File: src/mnmg_pkg.sv
// shared types, constants and saturation helper for the midi note message generator
// no dependencies; compiled first

package mnmg_pkg;

	localparam int SLOTS   = 16;
	localparam int IDX_W   = 4;
	localparam int COUNT_W = 5;
	localparam int RAW_W   = 11;
	localparam int MSG_MAX = 3;
	localparam int NUM_W   = 2;

	// saturation limits
	localparam logic [6:0] NOTE_MAX    = 7'd127;
	localparam logic [6:0] VOLUME_MAX  = 7'd127;
	localparam logic [6:0] VOICE_MAX   = 7'd126;
	localparam logic [6:0] CHANNEL_MAX = 7'd8;

	// status byte bases
	localparam logic [7:0] ST_NOTE_OFF = 8'h80;
	localparam logic [7:0] ST_NOTE_ON  = 8'h90;
	localparam logic [7:0] ST_PROGRAM  = 8'hC0;

	typedef enum logic [1:0] {
		EDGE_NONE = 2'd0,
		EDGE_RISE = 2'd1,
		EDGE_FALL = 2'd2
	} edge_kind_t;

	typedef struct packed {
		logic                       trigger_level;
		logic                       first_slot;
		logic [IDX_W-1:0]           slot_index;
		logic [COUNT_W-1:0]         slot_count;
		logic signed [RAW_W-1:0]    note_raw;
		logic signed [RAW_W-1:0]    volume_raw;
		logic signed [RAW_W-1:0]    voice_raw;
		logic signed [RAW_W-1:0]    channel_raw;
	} slot_item_t;

	typedef struct packed {
		logic [7:0] status;
		logic [6:0] d1;
		logic [6:0] d2;
	} midi_msg_t;

	typedef struct packed {
		logic [NUM_W-1:0]            num;
		midi_msg_t [MSG_MAX-1:0]     msg;
	} msg_set_t;

	typedef struct packed {
		logic       valid;
		logic [6:0] note;
		logic [6:0] velocity;
		logic [3:0] channel;
	} slot_entry_t;

	// view of stored state for the current slot
	typedef struct packed {
		logic               trigger;
		edge_kind_t         edge_kind;
		logic [COUNT_W-1:0] stored_count;
		slot_entry_t        entry;
	} store_view_t;

	// state changes caused by one transaction
	typedef struct packed {
		logic               trig_we;
		logic               trig_d;
		logic               edge_we;
		edge_kind_t         edge_d;
		logic               count_we;
		logic [COUNT_W-1:0] count_d;
		logic               clear_all;
		logic               entry_we;
		slot_entry_t        entry_d;
	} store_update_t;

	// clamp a signed raw value to 0..hi
	function automatic logic [6:0] sat_u7(input logic signed [RAW_W-1:0] raw,
		input logic [6:0] hi);
		logic signed [RAW_W-1:0] hi_s;
		logic [6:0]              res;
		hi_s = signed'({{(RAW_W-7){1'b0}}, hi});
		if (raw < 0) begin
			res = 7'd0;
		end else if (raw > hi_s) begin
			res = hi;
		end else begin
			res = raw[6:0];
		end
		return res;
	endfunction

endpackage

File: src/mnmg_if.sv
// valid/ready channel interfaces for slot items and midi messages
// depends on mnmg_pkg for field widths

interface mnmg_slot_if;
	logic                                 valid;
	logic                                 ready;
	logic                                 trigger_level;
	logic                                 first_slot;
	logic [mnmg_pkg::IDX_W-1:0]           slot_index;
	logic [mnmg_pkg::COUNT_W-1:0]         slot_count;
	logic signed [mnmg_pkg::RAW_W-1:0]    note_raw;
	logic signed [mnmg_pkg::RAW_W-1:0]    volume_raw;
	logic signed [mnmg_pkg::RAW_W-1:0]    voice_raw;
	logic signed [mnmg_pkg::RAW_W-1:0]    channel_raw;

	modport source (
		output valid, trigger_level, first_slot, slot_index, slot_count,
			note_raw, volume_raw, voice_raw, channel_raw,
		input  ready
	);
	modport sink (
		input  valid, trigger_level, first_slot, slot_index, slot_count,
			note_raw, volume_raw, voice_raw, channel_raw,
		output ready
	);
endinterface

interface mnmg_msg_if;
	logic       valid;
	logic       ready;
	logic [7:0] status_byte;
	logic [6:0] first_data;
	logic [6:0] second_data;
	logic       last_message;

	modport source (
		output valid, status_byte, first_data, second_data, last_message,
		input  ready
	);
	modport sink (
		input  valid, status_byte, first_data, second_data, last_message,
		output ready
	);
endinterface

File: src/mnmg_decode.sv
// edge detection, saturation and message formation for one slot transaction
// depends on mnmg_pkg; purely combinational

module mnmg_decode (
	input  mnmg_pkg::slot_item_t    item,
	input  mnmg_pkg::store_view_t   view,
	output mnmg_pkg::store_update_t upd,
	output mnmg_pkg::msg_set_t      msgs
);
	import mnmg_pkg::*;

	logic [COUNT_W-1:0] count_raw;
	logic [COUNT_W-1:0] count_c;
	logic               count_ok;
	edge_kind_t         edge_new;
	logic               in_range;
	logic               active;
	logic [6:0]         note;
	logic [6:0]         vol;
	logic [6:0]         voice;
	logic [6:0]         ch7;
	logic [3:0]         ch;
	logic               old_valid;
	midi_msg_t          m_off_old;
	midi_msg_t          m_prog;
	midi_msg_t          m_on;
	midi_msg_t          m_off_new;

	// slot count clamp and pass edge
	always_comb begin
		count_raw = item.slot_count;
		count_ok  = (count_raw != '0);
		count_c   = (count_raw > COUNT_W'(SLOTS)) ? COUNT_W'(SLOTS) : count_raw;
		if (item.first_slot) begin
			if (item.trigger_level) begin
				edge_new = view.trigger ? EDGE_NONE : EDGE_RISE;
			end else begin
				edge_new = view.trigger ? EDGE_FALL : EDGE_NONE;
			end
		end else begin
			edge_new = view.edge_kind;
		end
		in_range = ({1'b0, item.slot_index} < count_c);
		active   = count_ok && in_range && (edge_new != EDGE_NONE);
	end

	// saturated values
	always_comb begin
		note  = sat_u7(item.note_raw, NOTE_MAX);
		vol   = sat_u7(item.volume_raw, VOLUME_MAX);
		voice = sat_u7(item.voice_raw, VOICE_MAX);
		ch7   = sat_u7(item.channel_raw, CHANNEL_MAX);
		ch    = ch7[3:0];
	end

	// candidate messages
	always_comb begin
		m_off_old = '{status: ST_NOTE_OFF | {4'd0, view.entry.channel},
			d1: view.entry.note, d2: view.entry.velocity};
		m_prog    = '{status: ST_PROGRAM | {4'd0, ch}, d1: voice, d2: 7'd0};
		m_on      = '{status: ST_NOTE_ON | {4'd0, ch}, d1: note, d2: vol};
		m_off_new = '{status: ST_NOTE_OFF | {4'd0, ch}, d1: note, d2: vol};
	end

	// state update and message set
	always_comb begin
		upd           = '0;
		upd.trig_we   = count_ok && item.first_slot;
		upd.trig_d    = item.trigger_level;
		upd.edge_we   = count_ok && item.first_slot;
		upd.edge_d    = edge_new;
		upd.count_d   = count_c;
		upd.entry_d   = '{valid: 1'b1, note: note, velocity: vol, channel: ch};
		old_valid     = 1'b0;
		msgs          = '0;
		if (active && (edge_new == EDGE_RISE)) begin
			upd.clear_all = (count_c != view.stored_count);
			upd.count_we  = upd.clear_all;
			upd.entry_we  = 1'b1;
			old_valid     = view.entry.valid && !upd.clear_all;
			if (old_valid) begin
				msgs.num    = NUM_W'(3);
				msgs.msg[0] = m_off_old;
				msgs.msg[1] = m_prog;
				msgs.msg[2] = m_on;
			end else begin
				msgs.num    = NUM_W'(2);
				msgs.msg[0] = m_prog;
				msgs.msg[1] = m_on;
			end
		end else if (active) begin
			upd.entry_we      = ({1'b0, item.slot_index} < view.stored_count);
			upd.entry_d.valid = 1'b0;
			msgs.num          = NUM_W'(1);
			msgs.msg[0]       = m_off_new;
		end
	end

endmodule

File: src/mnmg_slot_store.sv
// trigger memory, pass edge, stored slot count and per-slot note store
// depends on mnmg_pkg

module mnmg_slot_store (
	input  logic                        clk,
	input  logic                        arst_n,
	input  logic                        take,
	input  logic [mnmg_pkg::IDX_W-1:0]  idx,
	input  mnmg_pkg::store_update_t     upd,
	output mnmg_pkg::store_view_t       view
);
	import mnmg_pkg::*;

	logic               trigger_q;
	edge_kind_t         edge_q;
	logic [COUNT_W-1:0] count_q;
	logic [SLOTS-1:0]   valid_q;
	logic [6:0]         note_q  [SLOTS];
	logic [6:0]         vel_q   [SLOTS];
	logic [3:0]         chan_q  [SLOTS];

	// control state
	always_ff @(posedge clk or negedge arst_n) begin
		if (!arst_n) begin
			trigger_q <= 1'b0;
			edge_q    <= EDGE_NONE;
			count_q   <= '0;
			valid_q   <= '0;
		end else if (take) begin
			if (upd.trig_we) begin
				trigger_q <= upd.trig_d;
			end
			if (upd.edge_we) begin
				edge_q <= upd.edge_d;
			end
			if (upd.count_we) begin
				count_q <= upd.count_d;
			end
			if (upd.clear_all || upd.entry_we) begin
				for (int i = 0; i < SLOTS; i++) begin
					if (upd.entry_we && (idx == IDX_W'(i))) begin
						valid_q[i] <= upd.entry_d.valid;
					end else if (upd.clear_all) begin
						valid_q[i] <= 1'b0;
					end
				end
			end
		end
	end

	// slot payload, written only when a note is stored
	always_ff @(posedge clk) begin
		if (take && upd.entry_we && upd.entry_d.valid) begin
			note_q[idx] <= upd.entry_d.note;
			vel_q[idx]  <= upd.entry_d.velocity;
			chan_q[idx] <= upd.entry_d.channel;
		end
	end

	// read view for the current slot
	always_comb begin
		view.trigger        = trigger_q;
		view.edge_kind      = edge_q;
		view.stored_count   = count_q;
		view.entry.valid    = valid_q[idx];
		view.entry.note     = note_q[idx];
		view.entry.velocity = vel_q[idx];
		view.entry.channel  = chan_q[idx];
	end

endmodule

File: src/mnmg_msg_queue.sv
// result register holding up to three messages, drained one per transaction
// depends on mnmg_pkg

module mnmg_msg_queue (
	input  logic                  clk,
	input  logic                  arst_n,
	input  logic                  load,
	input  mnmg_pkg::msg_set_t    msgs,
	output logic                  can_load,
	mnmg_msg_if.source            msg
);
	import mnmg_pkg::*;

	logic [NUM_W-1:0]        cnt_q;
	midi_msg_t [MSG_MAX-1:0] msg_q;
	logic                    pop;

	assign pop      = msg.valid && msg.ready;
	// queue empties by the end of this cycle
	assign can_load = (cnt_q == '0) || ((cnt_q == NUM_W'(1)) && msg.ready);

	// message count
	always_ff @(posedge clk or negedge arst_n) begin
		if (!arst_n) begin
			cnt_q <= '0;
		end else if (load) begin
			cnt_q <= msgs.num;
		end else if (pop) begin
			cnt_q <= cnt_q - NUM_W'(1);
		end
	end

	// message payload, head at index zero
	always_ff @(posedge clk) begin
		if (load) begin
			msg_q <= msgs.msg;
		end else if (pop) begin
			for (int i = 0; i < MSG_MAX - 1; i++) begin
				msg_q[i] <= msg_q[i+1];
			end
		end
	end

	// output channel
	always_comb begin
		msg.valid        = (cnt_q != '0);
		msg.status_byte  = msg_q[0].status;
		msg.first_data   = msg_q[0].d1;
		msg.second_data  = msg_q[0].d2;
		msg.last_message = (cnt_q == NUM_W'(1));
	end

endmodule

File: src/midi_note_message_generator.sv
// midi note message generator: slot transactions in, note/program messages out
// output: the first message of a transaction is valid the cycle after acceptance
// a transaction causing n messages (0..3) presents them one at a time, each held until taken;
//   the next transaction is taken in the cycle the last message drains
// reset: clears trigger memory, edge, stored slot count, slot valid bits and message queue
// depends on mnmg_pkg, mnmg_if, mnmg_decode, mnmg_slot_store, mnmg_msg_queue

module midi_note_message_generator (
	input  logic       clk,
	input  logic       arst_n,
	mnmg_slot_if.sink  slot_item,
	mnmg_msg_if.source midi_msg
);
	import mnmg_pkg::*;

	slot_item_t    item;
	store_view_t   view;
	store_update_t upd;
	msg_set_t      msgs;
	logic          can_load;
	logic          take;

	// pack incoming transaction
	always_comb begin
		item.trigger_level = slot_item.trigger_level;
		item.first_slot    = slot_item.first_slot;
		item.slot_index    = slot_item.slot_index;
		item.slot_count    = slot_item.slot_count;
		item.note_raw      = slot_item.note_raw;
		item.volume_raw    = slot_item.volume_raw;
		item.voice_raw     = slot_item.voice_raw;
		item.channel_raw   = slot_item.channel_raw;
	end

	// input handshake
	assign slot_item.ready = can_load;
	assign take            = slot_item.valid && can_load;

	mnmg_decode u_decode (
		.item (item),
		.view (view),
		.upd  (upd),
		.msgs (msgs)
	);

	mnmg_slot_store u_store (
		.clk    (clk),
		.arst_n (arst_n),
		.take   (take),
		.idx    (item.slot_index),
		.upd    (upd),
		.view   (view)
	);

	mnmg_msg_queue u_queue (
		.clk      (clk),
		.arst_n   (arst_n),
		.load     (take),
		.msgs     (msgs),
		.can_load (can_load),
		.msg      (midi_msg)
	);

endmodule
File: src/flat_wrapper.sv
// flat-port wrapper written by rule: the top's interface ports become plain ports
module midi_note_message_generator_flat import mnmg_pkg::*;
  (clk, arst_n, slot_item_valid, slot_item_trigger_level, slot_item_first_slot, slot_item_slot_index, slot_item_slot_count, slot_item_note_raw, slot_item_volume_raw, slot_item_voice_raw, slot_item_channel_raw, slot_item_ready, midi_msg_valid, midi_msg_status_byte, midi_msg_first_data, midi_msg_second_data, midi_msg_last_message, midi_msg_ready);
  mnmg_slot_if slot_item_i ();
  mnmg_msg_if midi_msg_i ();
  input  logic clk;
  input  logic arst_n;
  input wire logic [$bits(slot_item_i.valid)-1:0] slot_item_valid;
  input wire logic [$bits(slot_item_i.trigger_level)-1:0] slot_item_trigger_level;
  input wire logic [$bits(slot_item_i.first_slot)-1:0] slot_item_first_slot;
  input wire logic [$bits(slot_item_i.slot_index)-1:0] slot_item_slot_index;
  input wire logic [$bits(slot_item_i.slot_count)-1:0] slot_item_slot_count;
  input wire logic [$bits(slot_item_i.note_raw)-1:0] slot_item_note_raw;
  input wire logic [$bits(slot_item_i.volume_raw)-1:0] slot_item_volume_raw;
  input wire logic [$bits(slot_item_i.voice_raw)-1:0] slot_item_voice_raw;
  input wire logic [$bits(slot_item_i.channel_raw)-1:0] slot_item_channel_raw;
  output wire logic [$bits(slot_item_i.ready)-1:0] slot_item_ready;
  output wire logic [$bits(midi_msg_i.valid)-1:0] midi_msg_valid;
  output wire logic [$bits(midi_msg_i.status_byte)-1:0] midi_msg_status_byte;
  output wire logic [$bits(midi_msg_i.first_data)-1:0] midi_msg_first_data;
  output wire logic [$bits(midi_msg_i.second_data)-1:0] midi_msg_second_data;
  output wire logic [$bits(midi_msg_i.last_message)-1:0] midi_msg_last_message;
  input wire logic [$bits(midi_msg_i.ready)-1:0] midi_msg_ready;
  assign slot_item_i.valid = slot_item_valid;
  assign slot_item_i.trigger_level = slot_item_trigger_level;
  assign slot_item_i.first_slot = slot_item_first_slot;
  assign slot_item_i.slot_index = slot_item_slot_index;
  assign slot_item_i.slot_count = slot_item_slot_count;
  assign slot_item_i.note_raw = slot_item_note_raw;
  assign slot_item_i.volume_raw = slot_item_volume_raw;
  assign slot_item_i.voice_raw = slot_item_voice_raw;
  assign slot_item_i.channel_raw = slot_item_channel_raw;
  assign slot_item_ready = slot_item_i.ready;
  assign midi_msg_valid = midi_msg_i.valid;
  assign midi_msg_status_byte = midi_msg_i.status_byte;
  assign midi_msg_first_data = midi_msg_i.first_data;
  assign midi_msg_second_data = midi_msg_i.second_data;
  assign midi_msg_last_message = midi_msg_i.last_message;
  assign midi_msg_i.ready = midi_msg_ready;
  midi_note_message_generator u_core (.clk(clk), .arst_n(arst_n), .slot_item(slot_item_i), .midi_msg(midi_msg_i));
endmodule
File: config.mk
export PLATFORM = sky130hd
export DESIGN_NAME = midi_note_message_generator_flat
export DESIGN_NICKNAME = d
export VERILOG_FILES = /design/src/mnmg_pkg.sv /design/src/mnmg_if.sv /design/src/mnmg_decode.sv /design/src/mnmg_slot_store.sv /design/src/mnmg_msg_queue.sv /design/src/midi_note_message_generator.sv /design/src/flat_wrapper.sv
export SDC_FILE = /design/constraint.sdc
export NUM_CORES = 1
export LEC_CHECK = 0
export ABC_AREA = 1
export ABC_CLOCK_PERIOD_IN_PS = 4600
export BUFFER_PORTS_ARGS = -buffer_cell sky130_fd_sc_hd__buf_2
export CORE_UTILIZATION = 41
export CTS_CLUSTER_DIAMETER = 40
export CTS_CLUSTER_SIZE = 12
export DETAILED_ROUTE_END_ITERATION = 6
export SKIP_CTS_REPAIR_TIMING = 1
export SYNTH_ARGS = -nofsm -noshare
export SYNTH_HDL_FRONTEND = slang
export SYNTH_HIERARCHICAL = 1
export SYNTH_SLANG_ARGS = --single-unit
export TNS_END_PERCENT = 30
File: constraint.sdc
create_clock -name clk -period 4.6 [get_ports clk]
set_input_delay 0.23 -clock clk [delete_from_list [all_inputs] [get_ports clk]]
set_output_delay 0.23 -clock clk [all_outputs]
set_load 0.1 [all_outputs]
==> impl_metrics.json <==
{
  "min_to": "u_core/u_queue/cnt_q[1]",
  "portBuffers": 83,
  "fmax_mhz": 271,
  "cts_root_buffer": "clkbuf_16",
  "die_area_mm2": 0.0440,
  "yosysSeqAreaShare": 0.637,
  "via_per_inst": 5.00,
  "drc": 0,
  "failed_checks": "hold timing",
  "grt_pass1_vias": 12000,
  "place_hpwl_mm": 28.9,
  "rsz0062_at_grt": "no",
  "r2r.worst_path.cells": 10,
  "synth_top_cell_area_share": 0.600,
  "leakage_nw": 8.98,
  "antenna_left": 0,
  "r2r-start": "u_core/u_store/trigger_q",
  "grt_pass1_wl_mm": 70.2,
  "clk_latency_ps": 600,
  "power_w": 0.0111,
  "clockBufferDepth": 3,
  "cts_tree": "done",
  "use_met3": 0.0290,
  "synth_cells": 1893,
  "slew_viol_final": 0,
  "synthArstFlopShare": 0.0684,
  "power_density_mw_per_mm2": 545,
  "combPwrFrac": 0.210,
  "cts.sinks": 380,
  "drv_cap": 0,
  "synth_seq_cells": 380,
  "h-tree-depth": 2,
  "dpl_cell_area_mm2": 0.0184,
  "avgSynthCellArea_um2": 9.35,
  "antenna_found_initial": 0,
  "setup_ws_ps": 913,
  "synth_edf_count": 354,
  "diodes": 0,
  "drive_above_1_share": 0.127,
  "hp-start": "midi_msg_ready",
  "setup-violations-final": 0,
  "final.period_utilization": 0.801,
  "outcome": "finished, violations left",
  "ys_types": 37,
  "grt-busiest-layer": "met2",
  "area_growth_pct": 15.0,
  "seqPwrFrac": 0.396,
  "cts_made_buffers": 55,
  "fin_util": 0.482,
  "clk_pin_slew_ps": 50,
  "hold_viol": 1,
  "p_int_w": 0.00746,
  "p_clk_frac": 0.394,
  "crit_path_start_kind": "primary input",
  "yosysMostFrequentCell": "nand2_1",
  "ir_drop_mv": 0.379,
  "worst_setup_path_end_kind": "register",
  "final_cells": 2542,
  "critPathKind": "in2reg",
  "synth_top_area_cell": "edfxtp_1",
  "grt_max_degree": 81,
  "wire_per_inst_um": 18.1,
  "switching_power_w": 0.00364,
  "dr.pass1.iters": 5,
  "start_util": 0.419,
  "r2r_end": "u_core/u_store/chan_q[13][3]",
  "io_pins": 84,
  "core_area_mm2": 0.0422,
  "overflow": 0,
  "fin_crit_ps": 3690,
  "relSlewSlack": 0.241,
  "min_path_cells": 4,
  "final_area_mm2": 0.0204,
  "place_ws_ps": 703,
  "r2r_slack_ps": 1490,
  "skew_ps": 15.8,
  "worst_pin_slew_ps": 1130,
  "yosysWarnings": 6,
  "fp-row-count": 75,
  "dp_cells": 2436,
  "hold_ws_ps": -6.86,
  "vias": 12700,
  "routabilityCongestion": 0.835,
  "use_met2": 0.331,
  "synth_common_cells": "1076 x nand2_1, 354 x edfxtp_1, 117 x inv_1",
  "syn_area_mm2": 0.0177,
  "ys_top_cells_by_area": "edfxtp_1 60%, nand2_1 23%, dfrtp_1 3.7%",
  "drtIter0Drc": 1172,
  "finalWirelength_mm": 45.9,
  "gr-usage-met1": 0.299,
  "cp_data_required_time_ps": 4820,
  "synth-main-ff-cell": "edfxtp_1",
  "hold_class": "in2reg",
  "die_width_um": 210,
  "grt_usage": 0.212,
  "fp.dieH_um": 210,
  "fin_nets": 2024,
  "critPathArrivalTime_ps": 3910,
  "netSwitchingFraction": 0.328,
  "cp_max_fo": 18
}
[layout make-up]
cell class | count | area [µm²]
Sequential cell | 380 | 11300
Timing Repair Buffer | 114 | 658
Clock inverter | 39 | 503
Inverter | 125 | 477
Tap cell | 539 | 674
Clock buffer | 64 | 1430
Multi-Input combinational cell | 1281 | 5340
Fill cell | 3926 | 21900
[worst max-delay path by stage]
| stage | start | cells past startpoint | endpoint | slack (ps) |
|---|---|---|---|---|
| 4_1_cts | slot_item_slot_count[0] | 17 | u_core/u_store/vel_q[13][2] | 1310 |
| 3_3_place_gp | slot_item_slot_count[0] | 17 | u_core/u_store/chan_q[13][0] | 720 |
| 5_1_grt | slot_item_slot_count[4] | 16 | u_core/u_store/note_q[12][6] | 540 |
| 3_5_place_dp | slot_item_slot_count[0] | 17 | u_core/u_store/vel_q[13][2] | 700 |
| 2_1_floorplan | u_core/u_queue/cnt_q[1] | 9 | u_core/u_store/chan_q[10][0] | -310 |
| 6_report | slot_item_slot_count[4] | 16 | u_core/u_store/chan_q[13][3] | 910 |
[flip-flops by register name, indices dropped and copies added, names as in the netlist]
name                            flops
u_core/u_store/valid_q             16
u_core/u_store/note_q             112
u_core/u_queue/msg.second_data      7
u_core/u_queue/msg_q               44
u_core/u_store/vel_q              112
u_core/u_queue/msg.first_data       7
u_core/u_store/count_q              5
u_core/u_store/edge_q               2
u_core/u_store/trigger_q            1
u_core/u_store/chan_q              64
u_core/u_queue/cnt_q                2
u_core/u_queue/msg.status_byte      8
[worst max-delay path, cell delays in order]
cell and delay, ps:
dlygate4sd3_1 530, buf_2 150, nand2_2 130, nand2_1 100, ha_1 320, a21oi_1 140, nor2_1 50, a21oi_1 150
nand2_2 130, nor2_2 300, o21ai_0 150, nand2_1 240, inv_1 110, nor2_1 420, nand3_1 170, inv_1 560
[layer usage]
| metal | routed length (µm) | vias to the layer above |
|---|---|---|
| met5 | 0 | - |
| met4 | 1480 | 0 |
| met3 | 3150 | 76 |
| met2 | 20700 | 470 |
| met1 | 20600 | 6012 |
| li1 | - | 6144 |
[cells by family after synthesis]
logic type,Yosys count,share of synthesized area
other,1,0.000212
DFF,380,0.637
adders and majority gates,8,0.00565
buffers and inverters,236,0.0656
and+or+nand+nor,1194,0.267
AOI/OAI and AO/OA,66,0.0193
muxes,8,0.00509
[cells in the final DEF, fill, tap and decap left out, types with 8 or more instances in the layout]
cell,n
nand2_1,1075
edfxtp_1,354
inv_1,116
buf_2,82
clkbuf_16,55
o21ai_0,47
nor2_1,37
nand3_1,36
buf_4,29
dfrtp_1,26
a21oi_1,12
nor2_4,11
bufinv_16,9
nor2_2,8
mux2_2,8
ha_1,8
[power groups by stage]
stage / logic, W / clock network (W) / registers [W]
floorplan: 0.00199 / 0 / 0.00442
global placement: 0.00230 / 0 / 0.00446
detailed placement: 0.00232 / 0 / 0.00446
CTS: 0.00233 / 0.00445 / 0.00440
global route: 0.00251 / 0.00458 / 0.00443
finish: 0.00232 / 0.00438 / 0.00439
[per-stage QoR]
stage | hold slack (ps) | setup TNS [ps]
floorplan | -65.6 | -21870
global placement | 336 | 0
detailed placement | 333 | 0
CTS | -297 | 0
global route | 9.00 | 0
finish | -6.86 | 0
(Power assumes the default switching activity.)
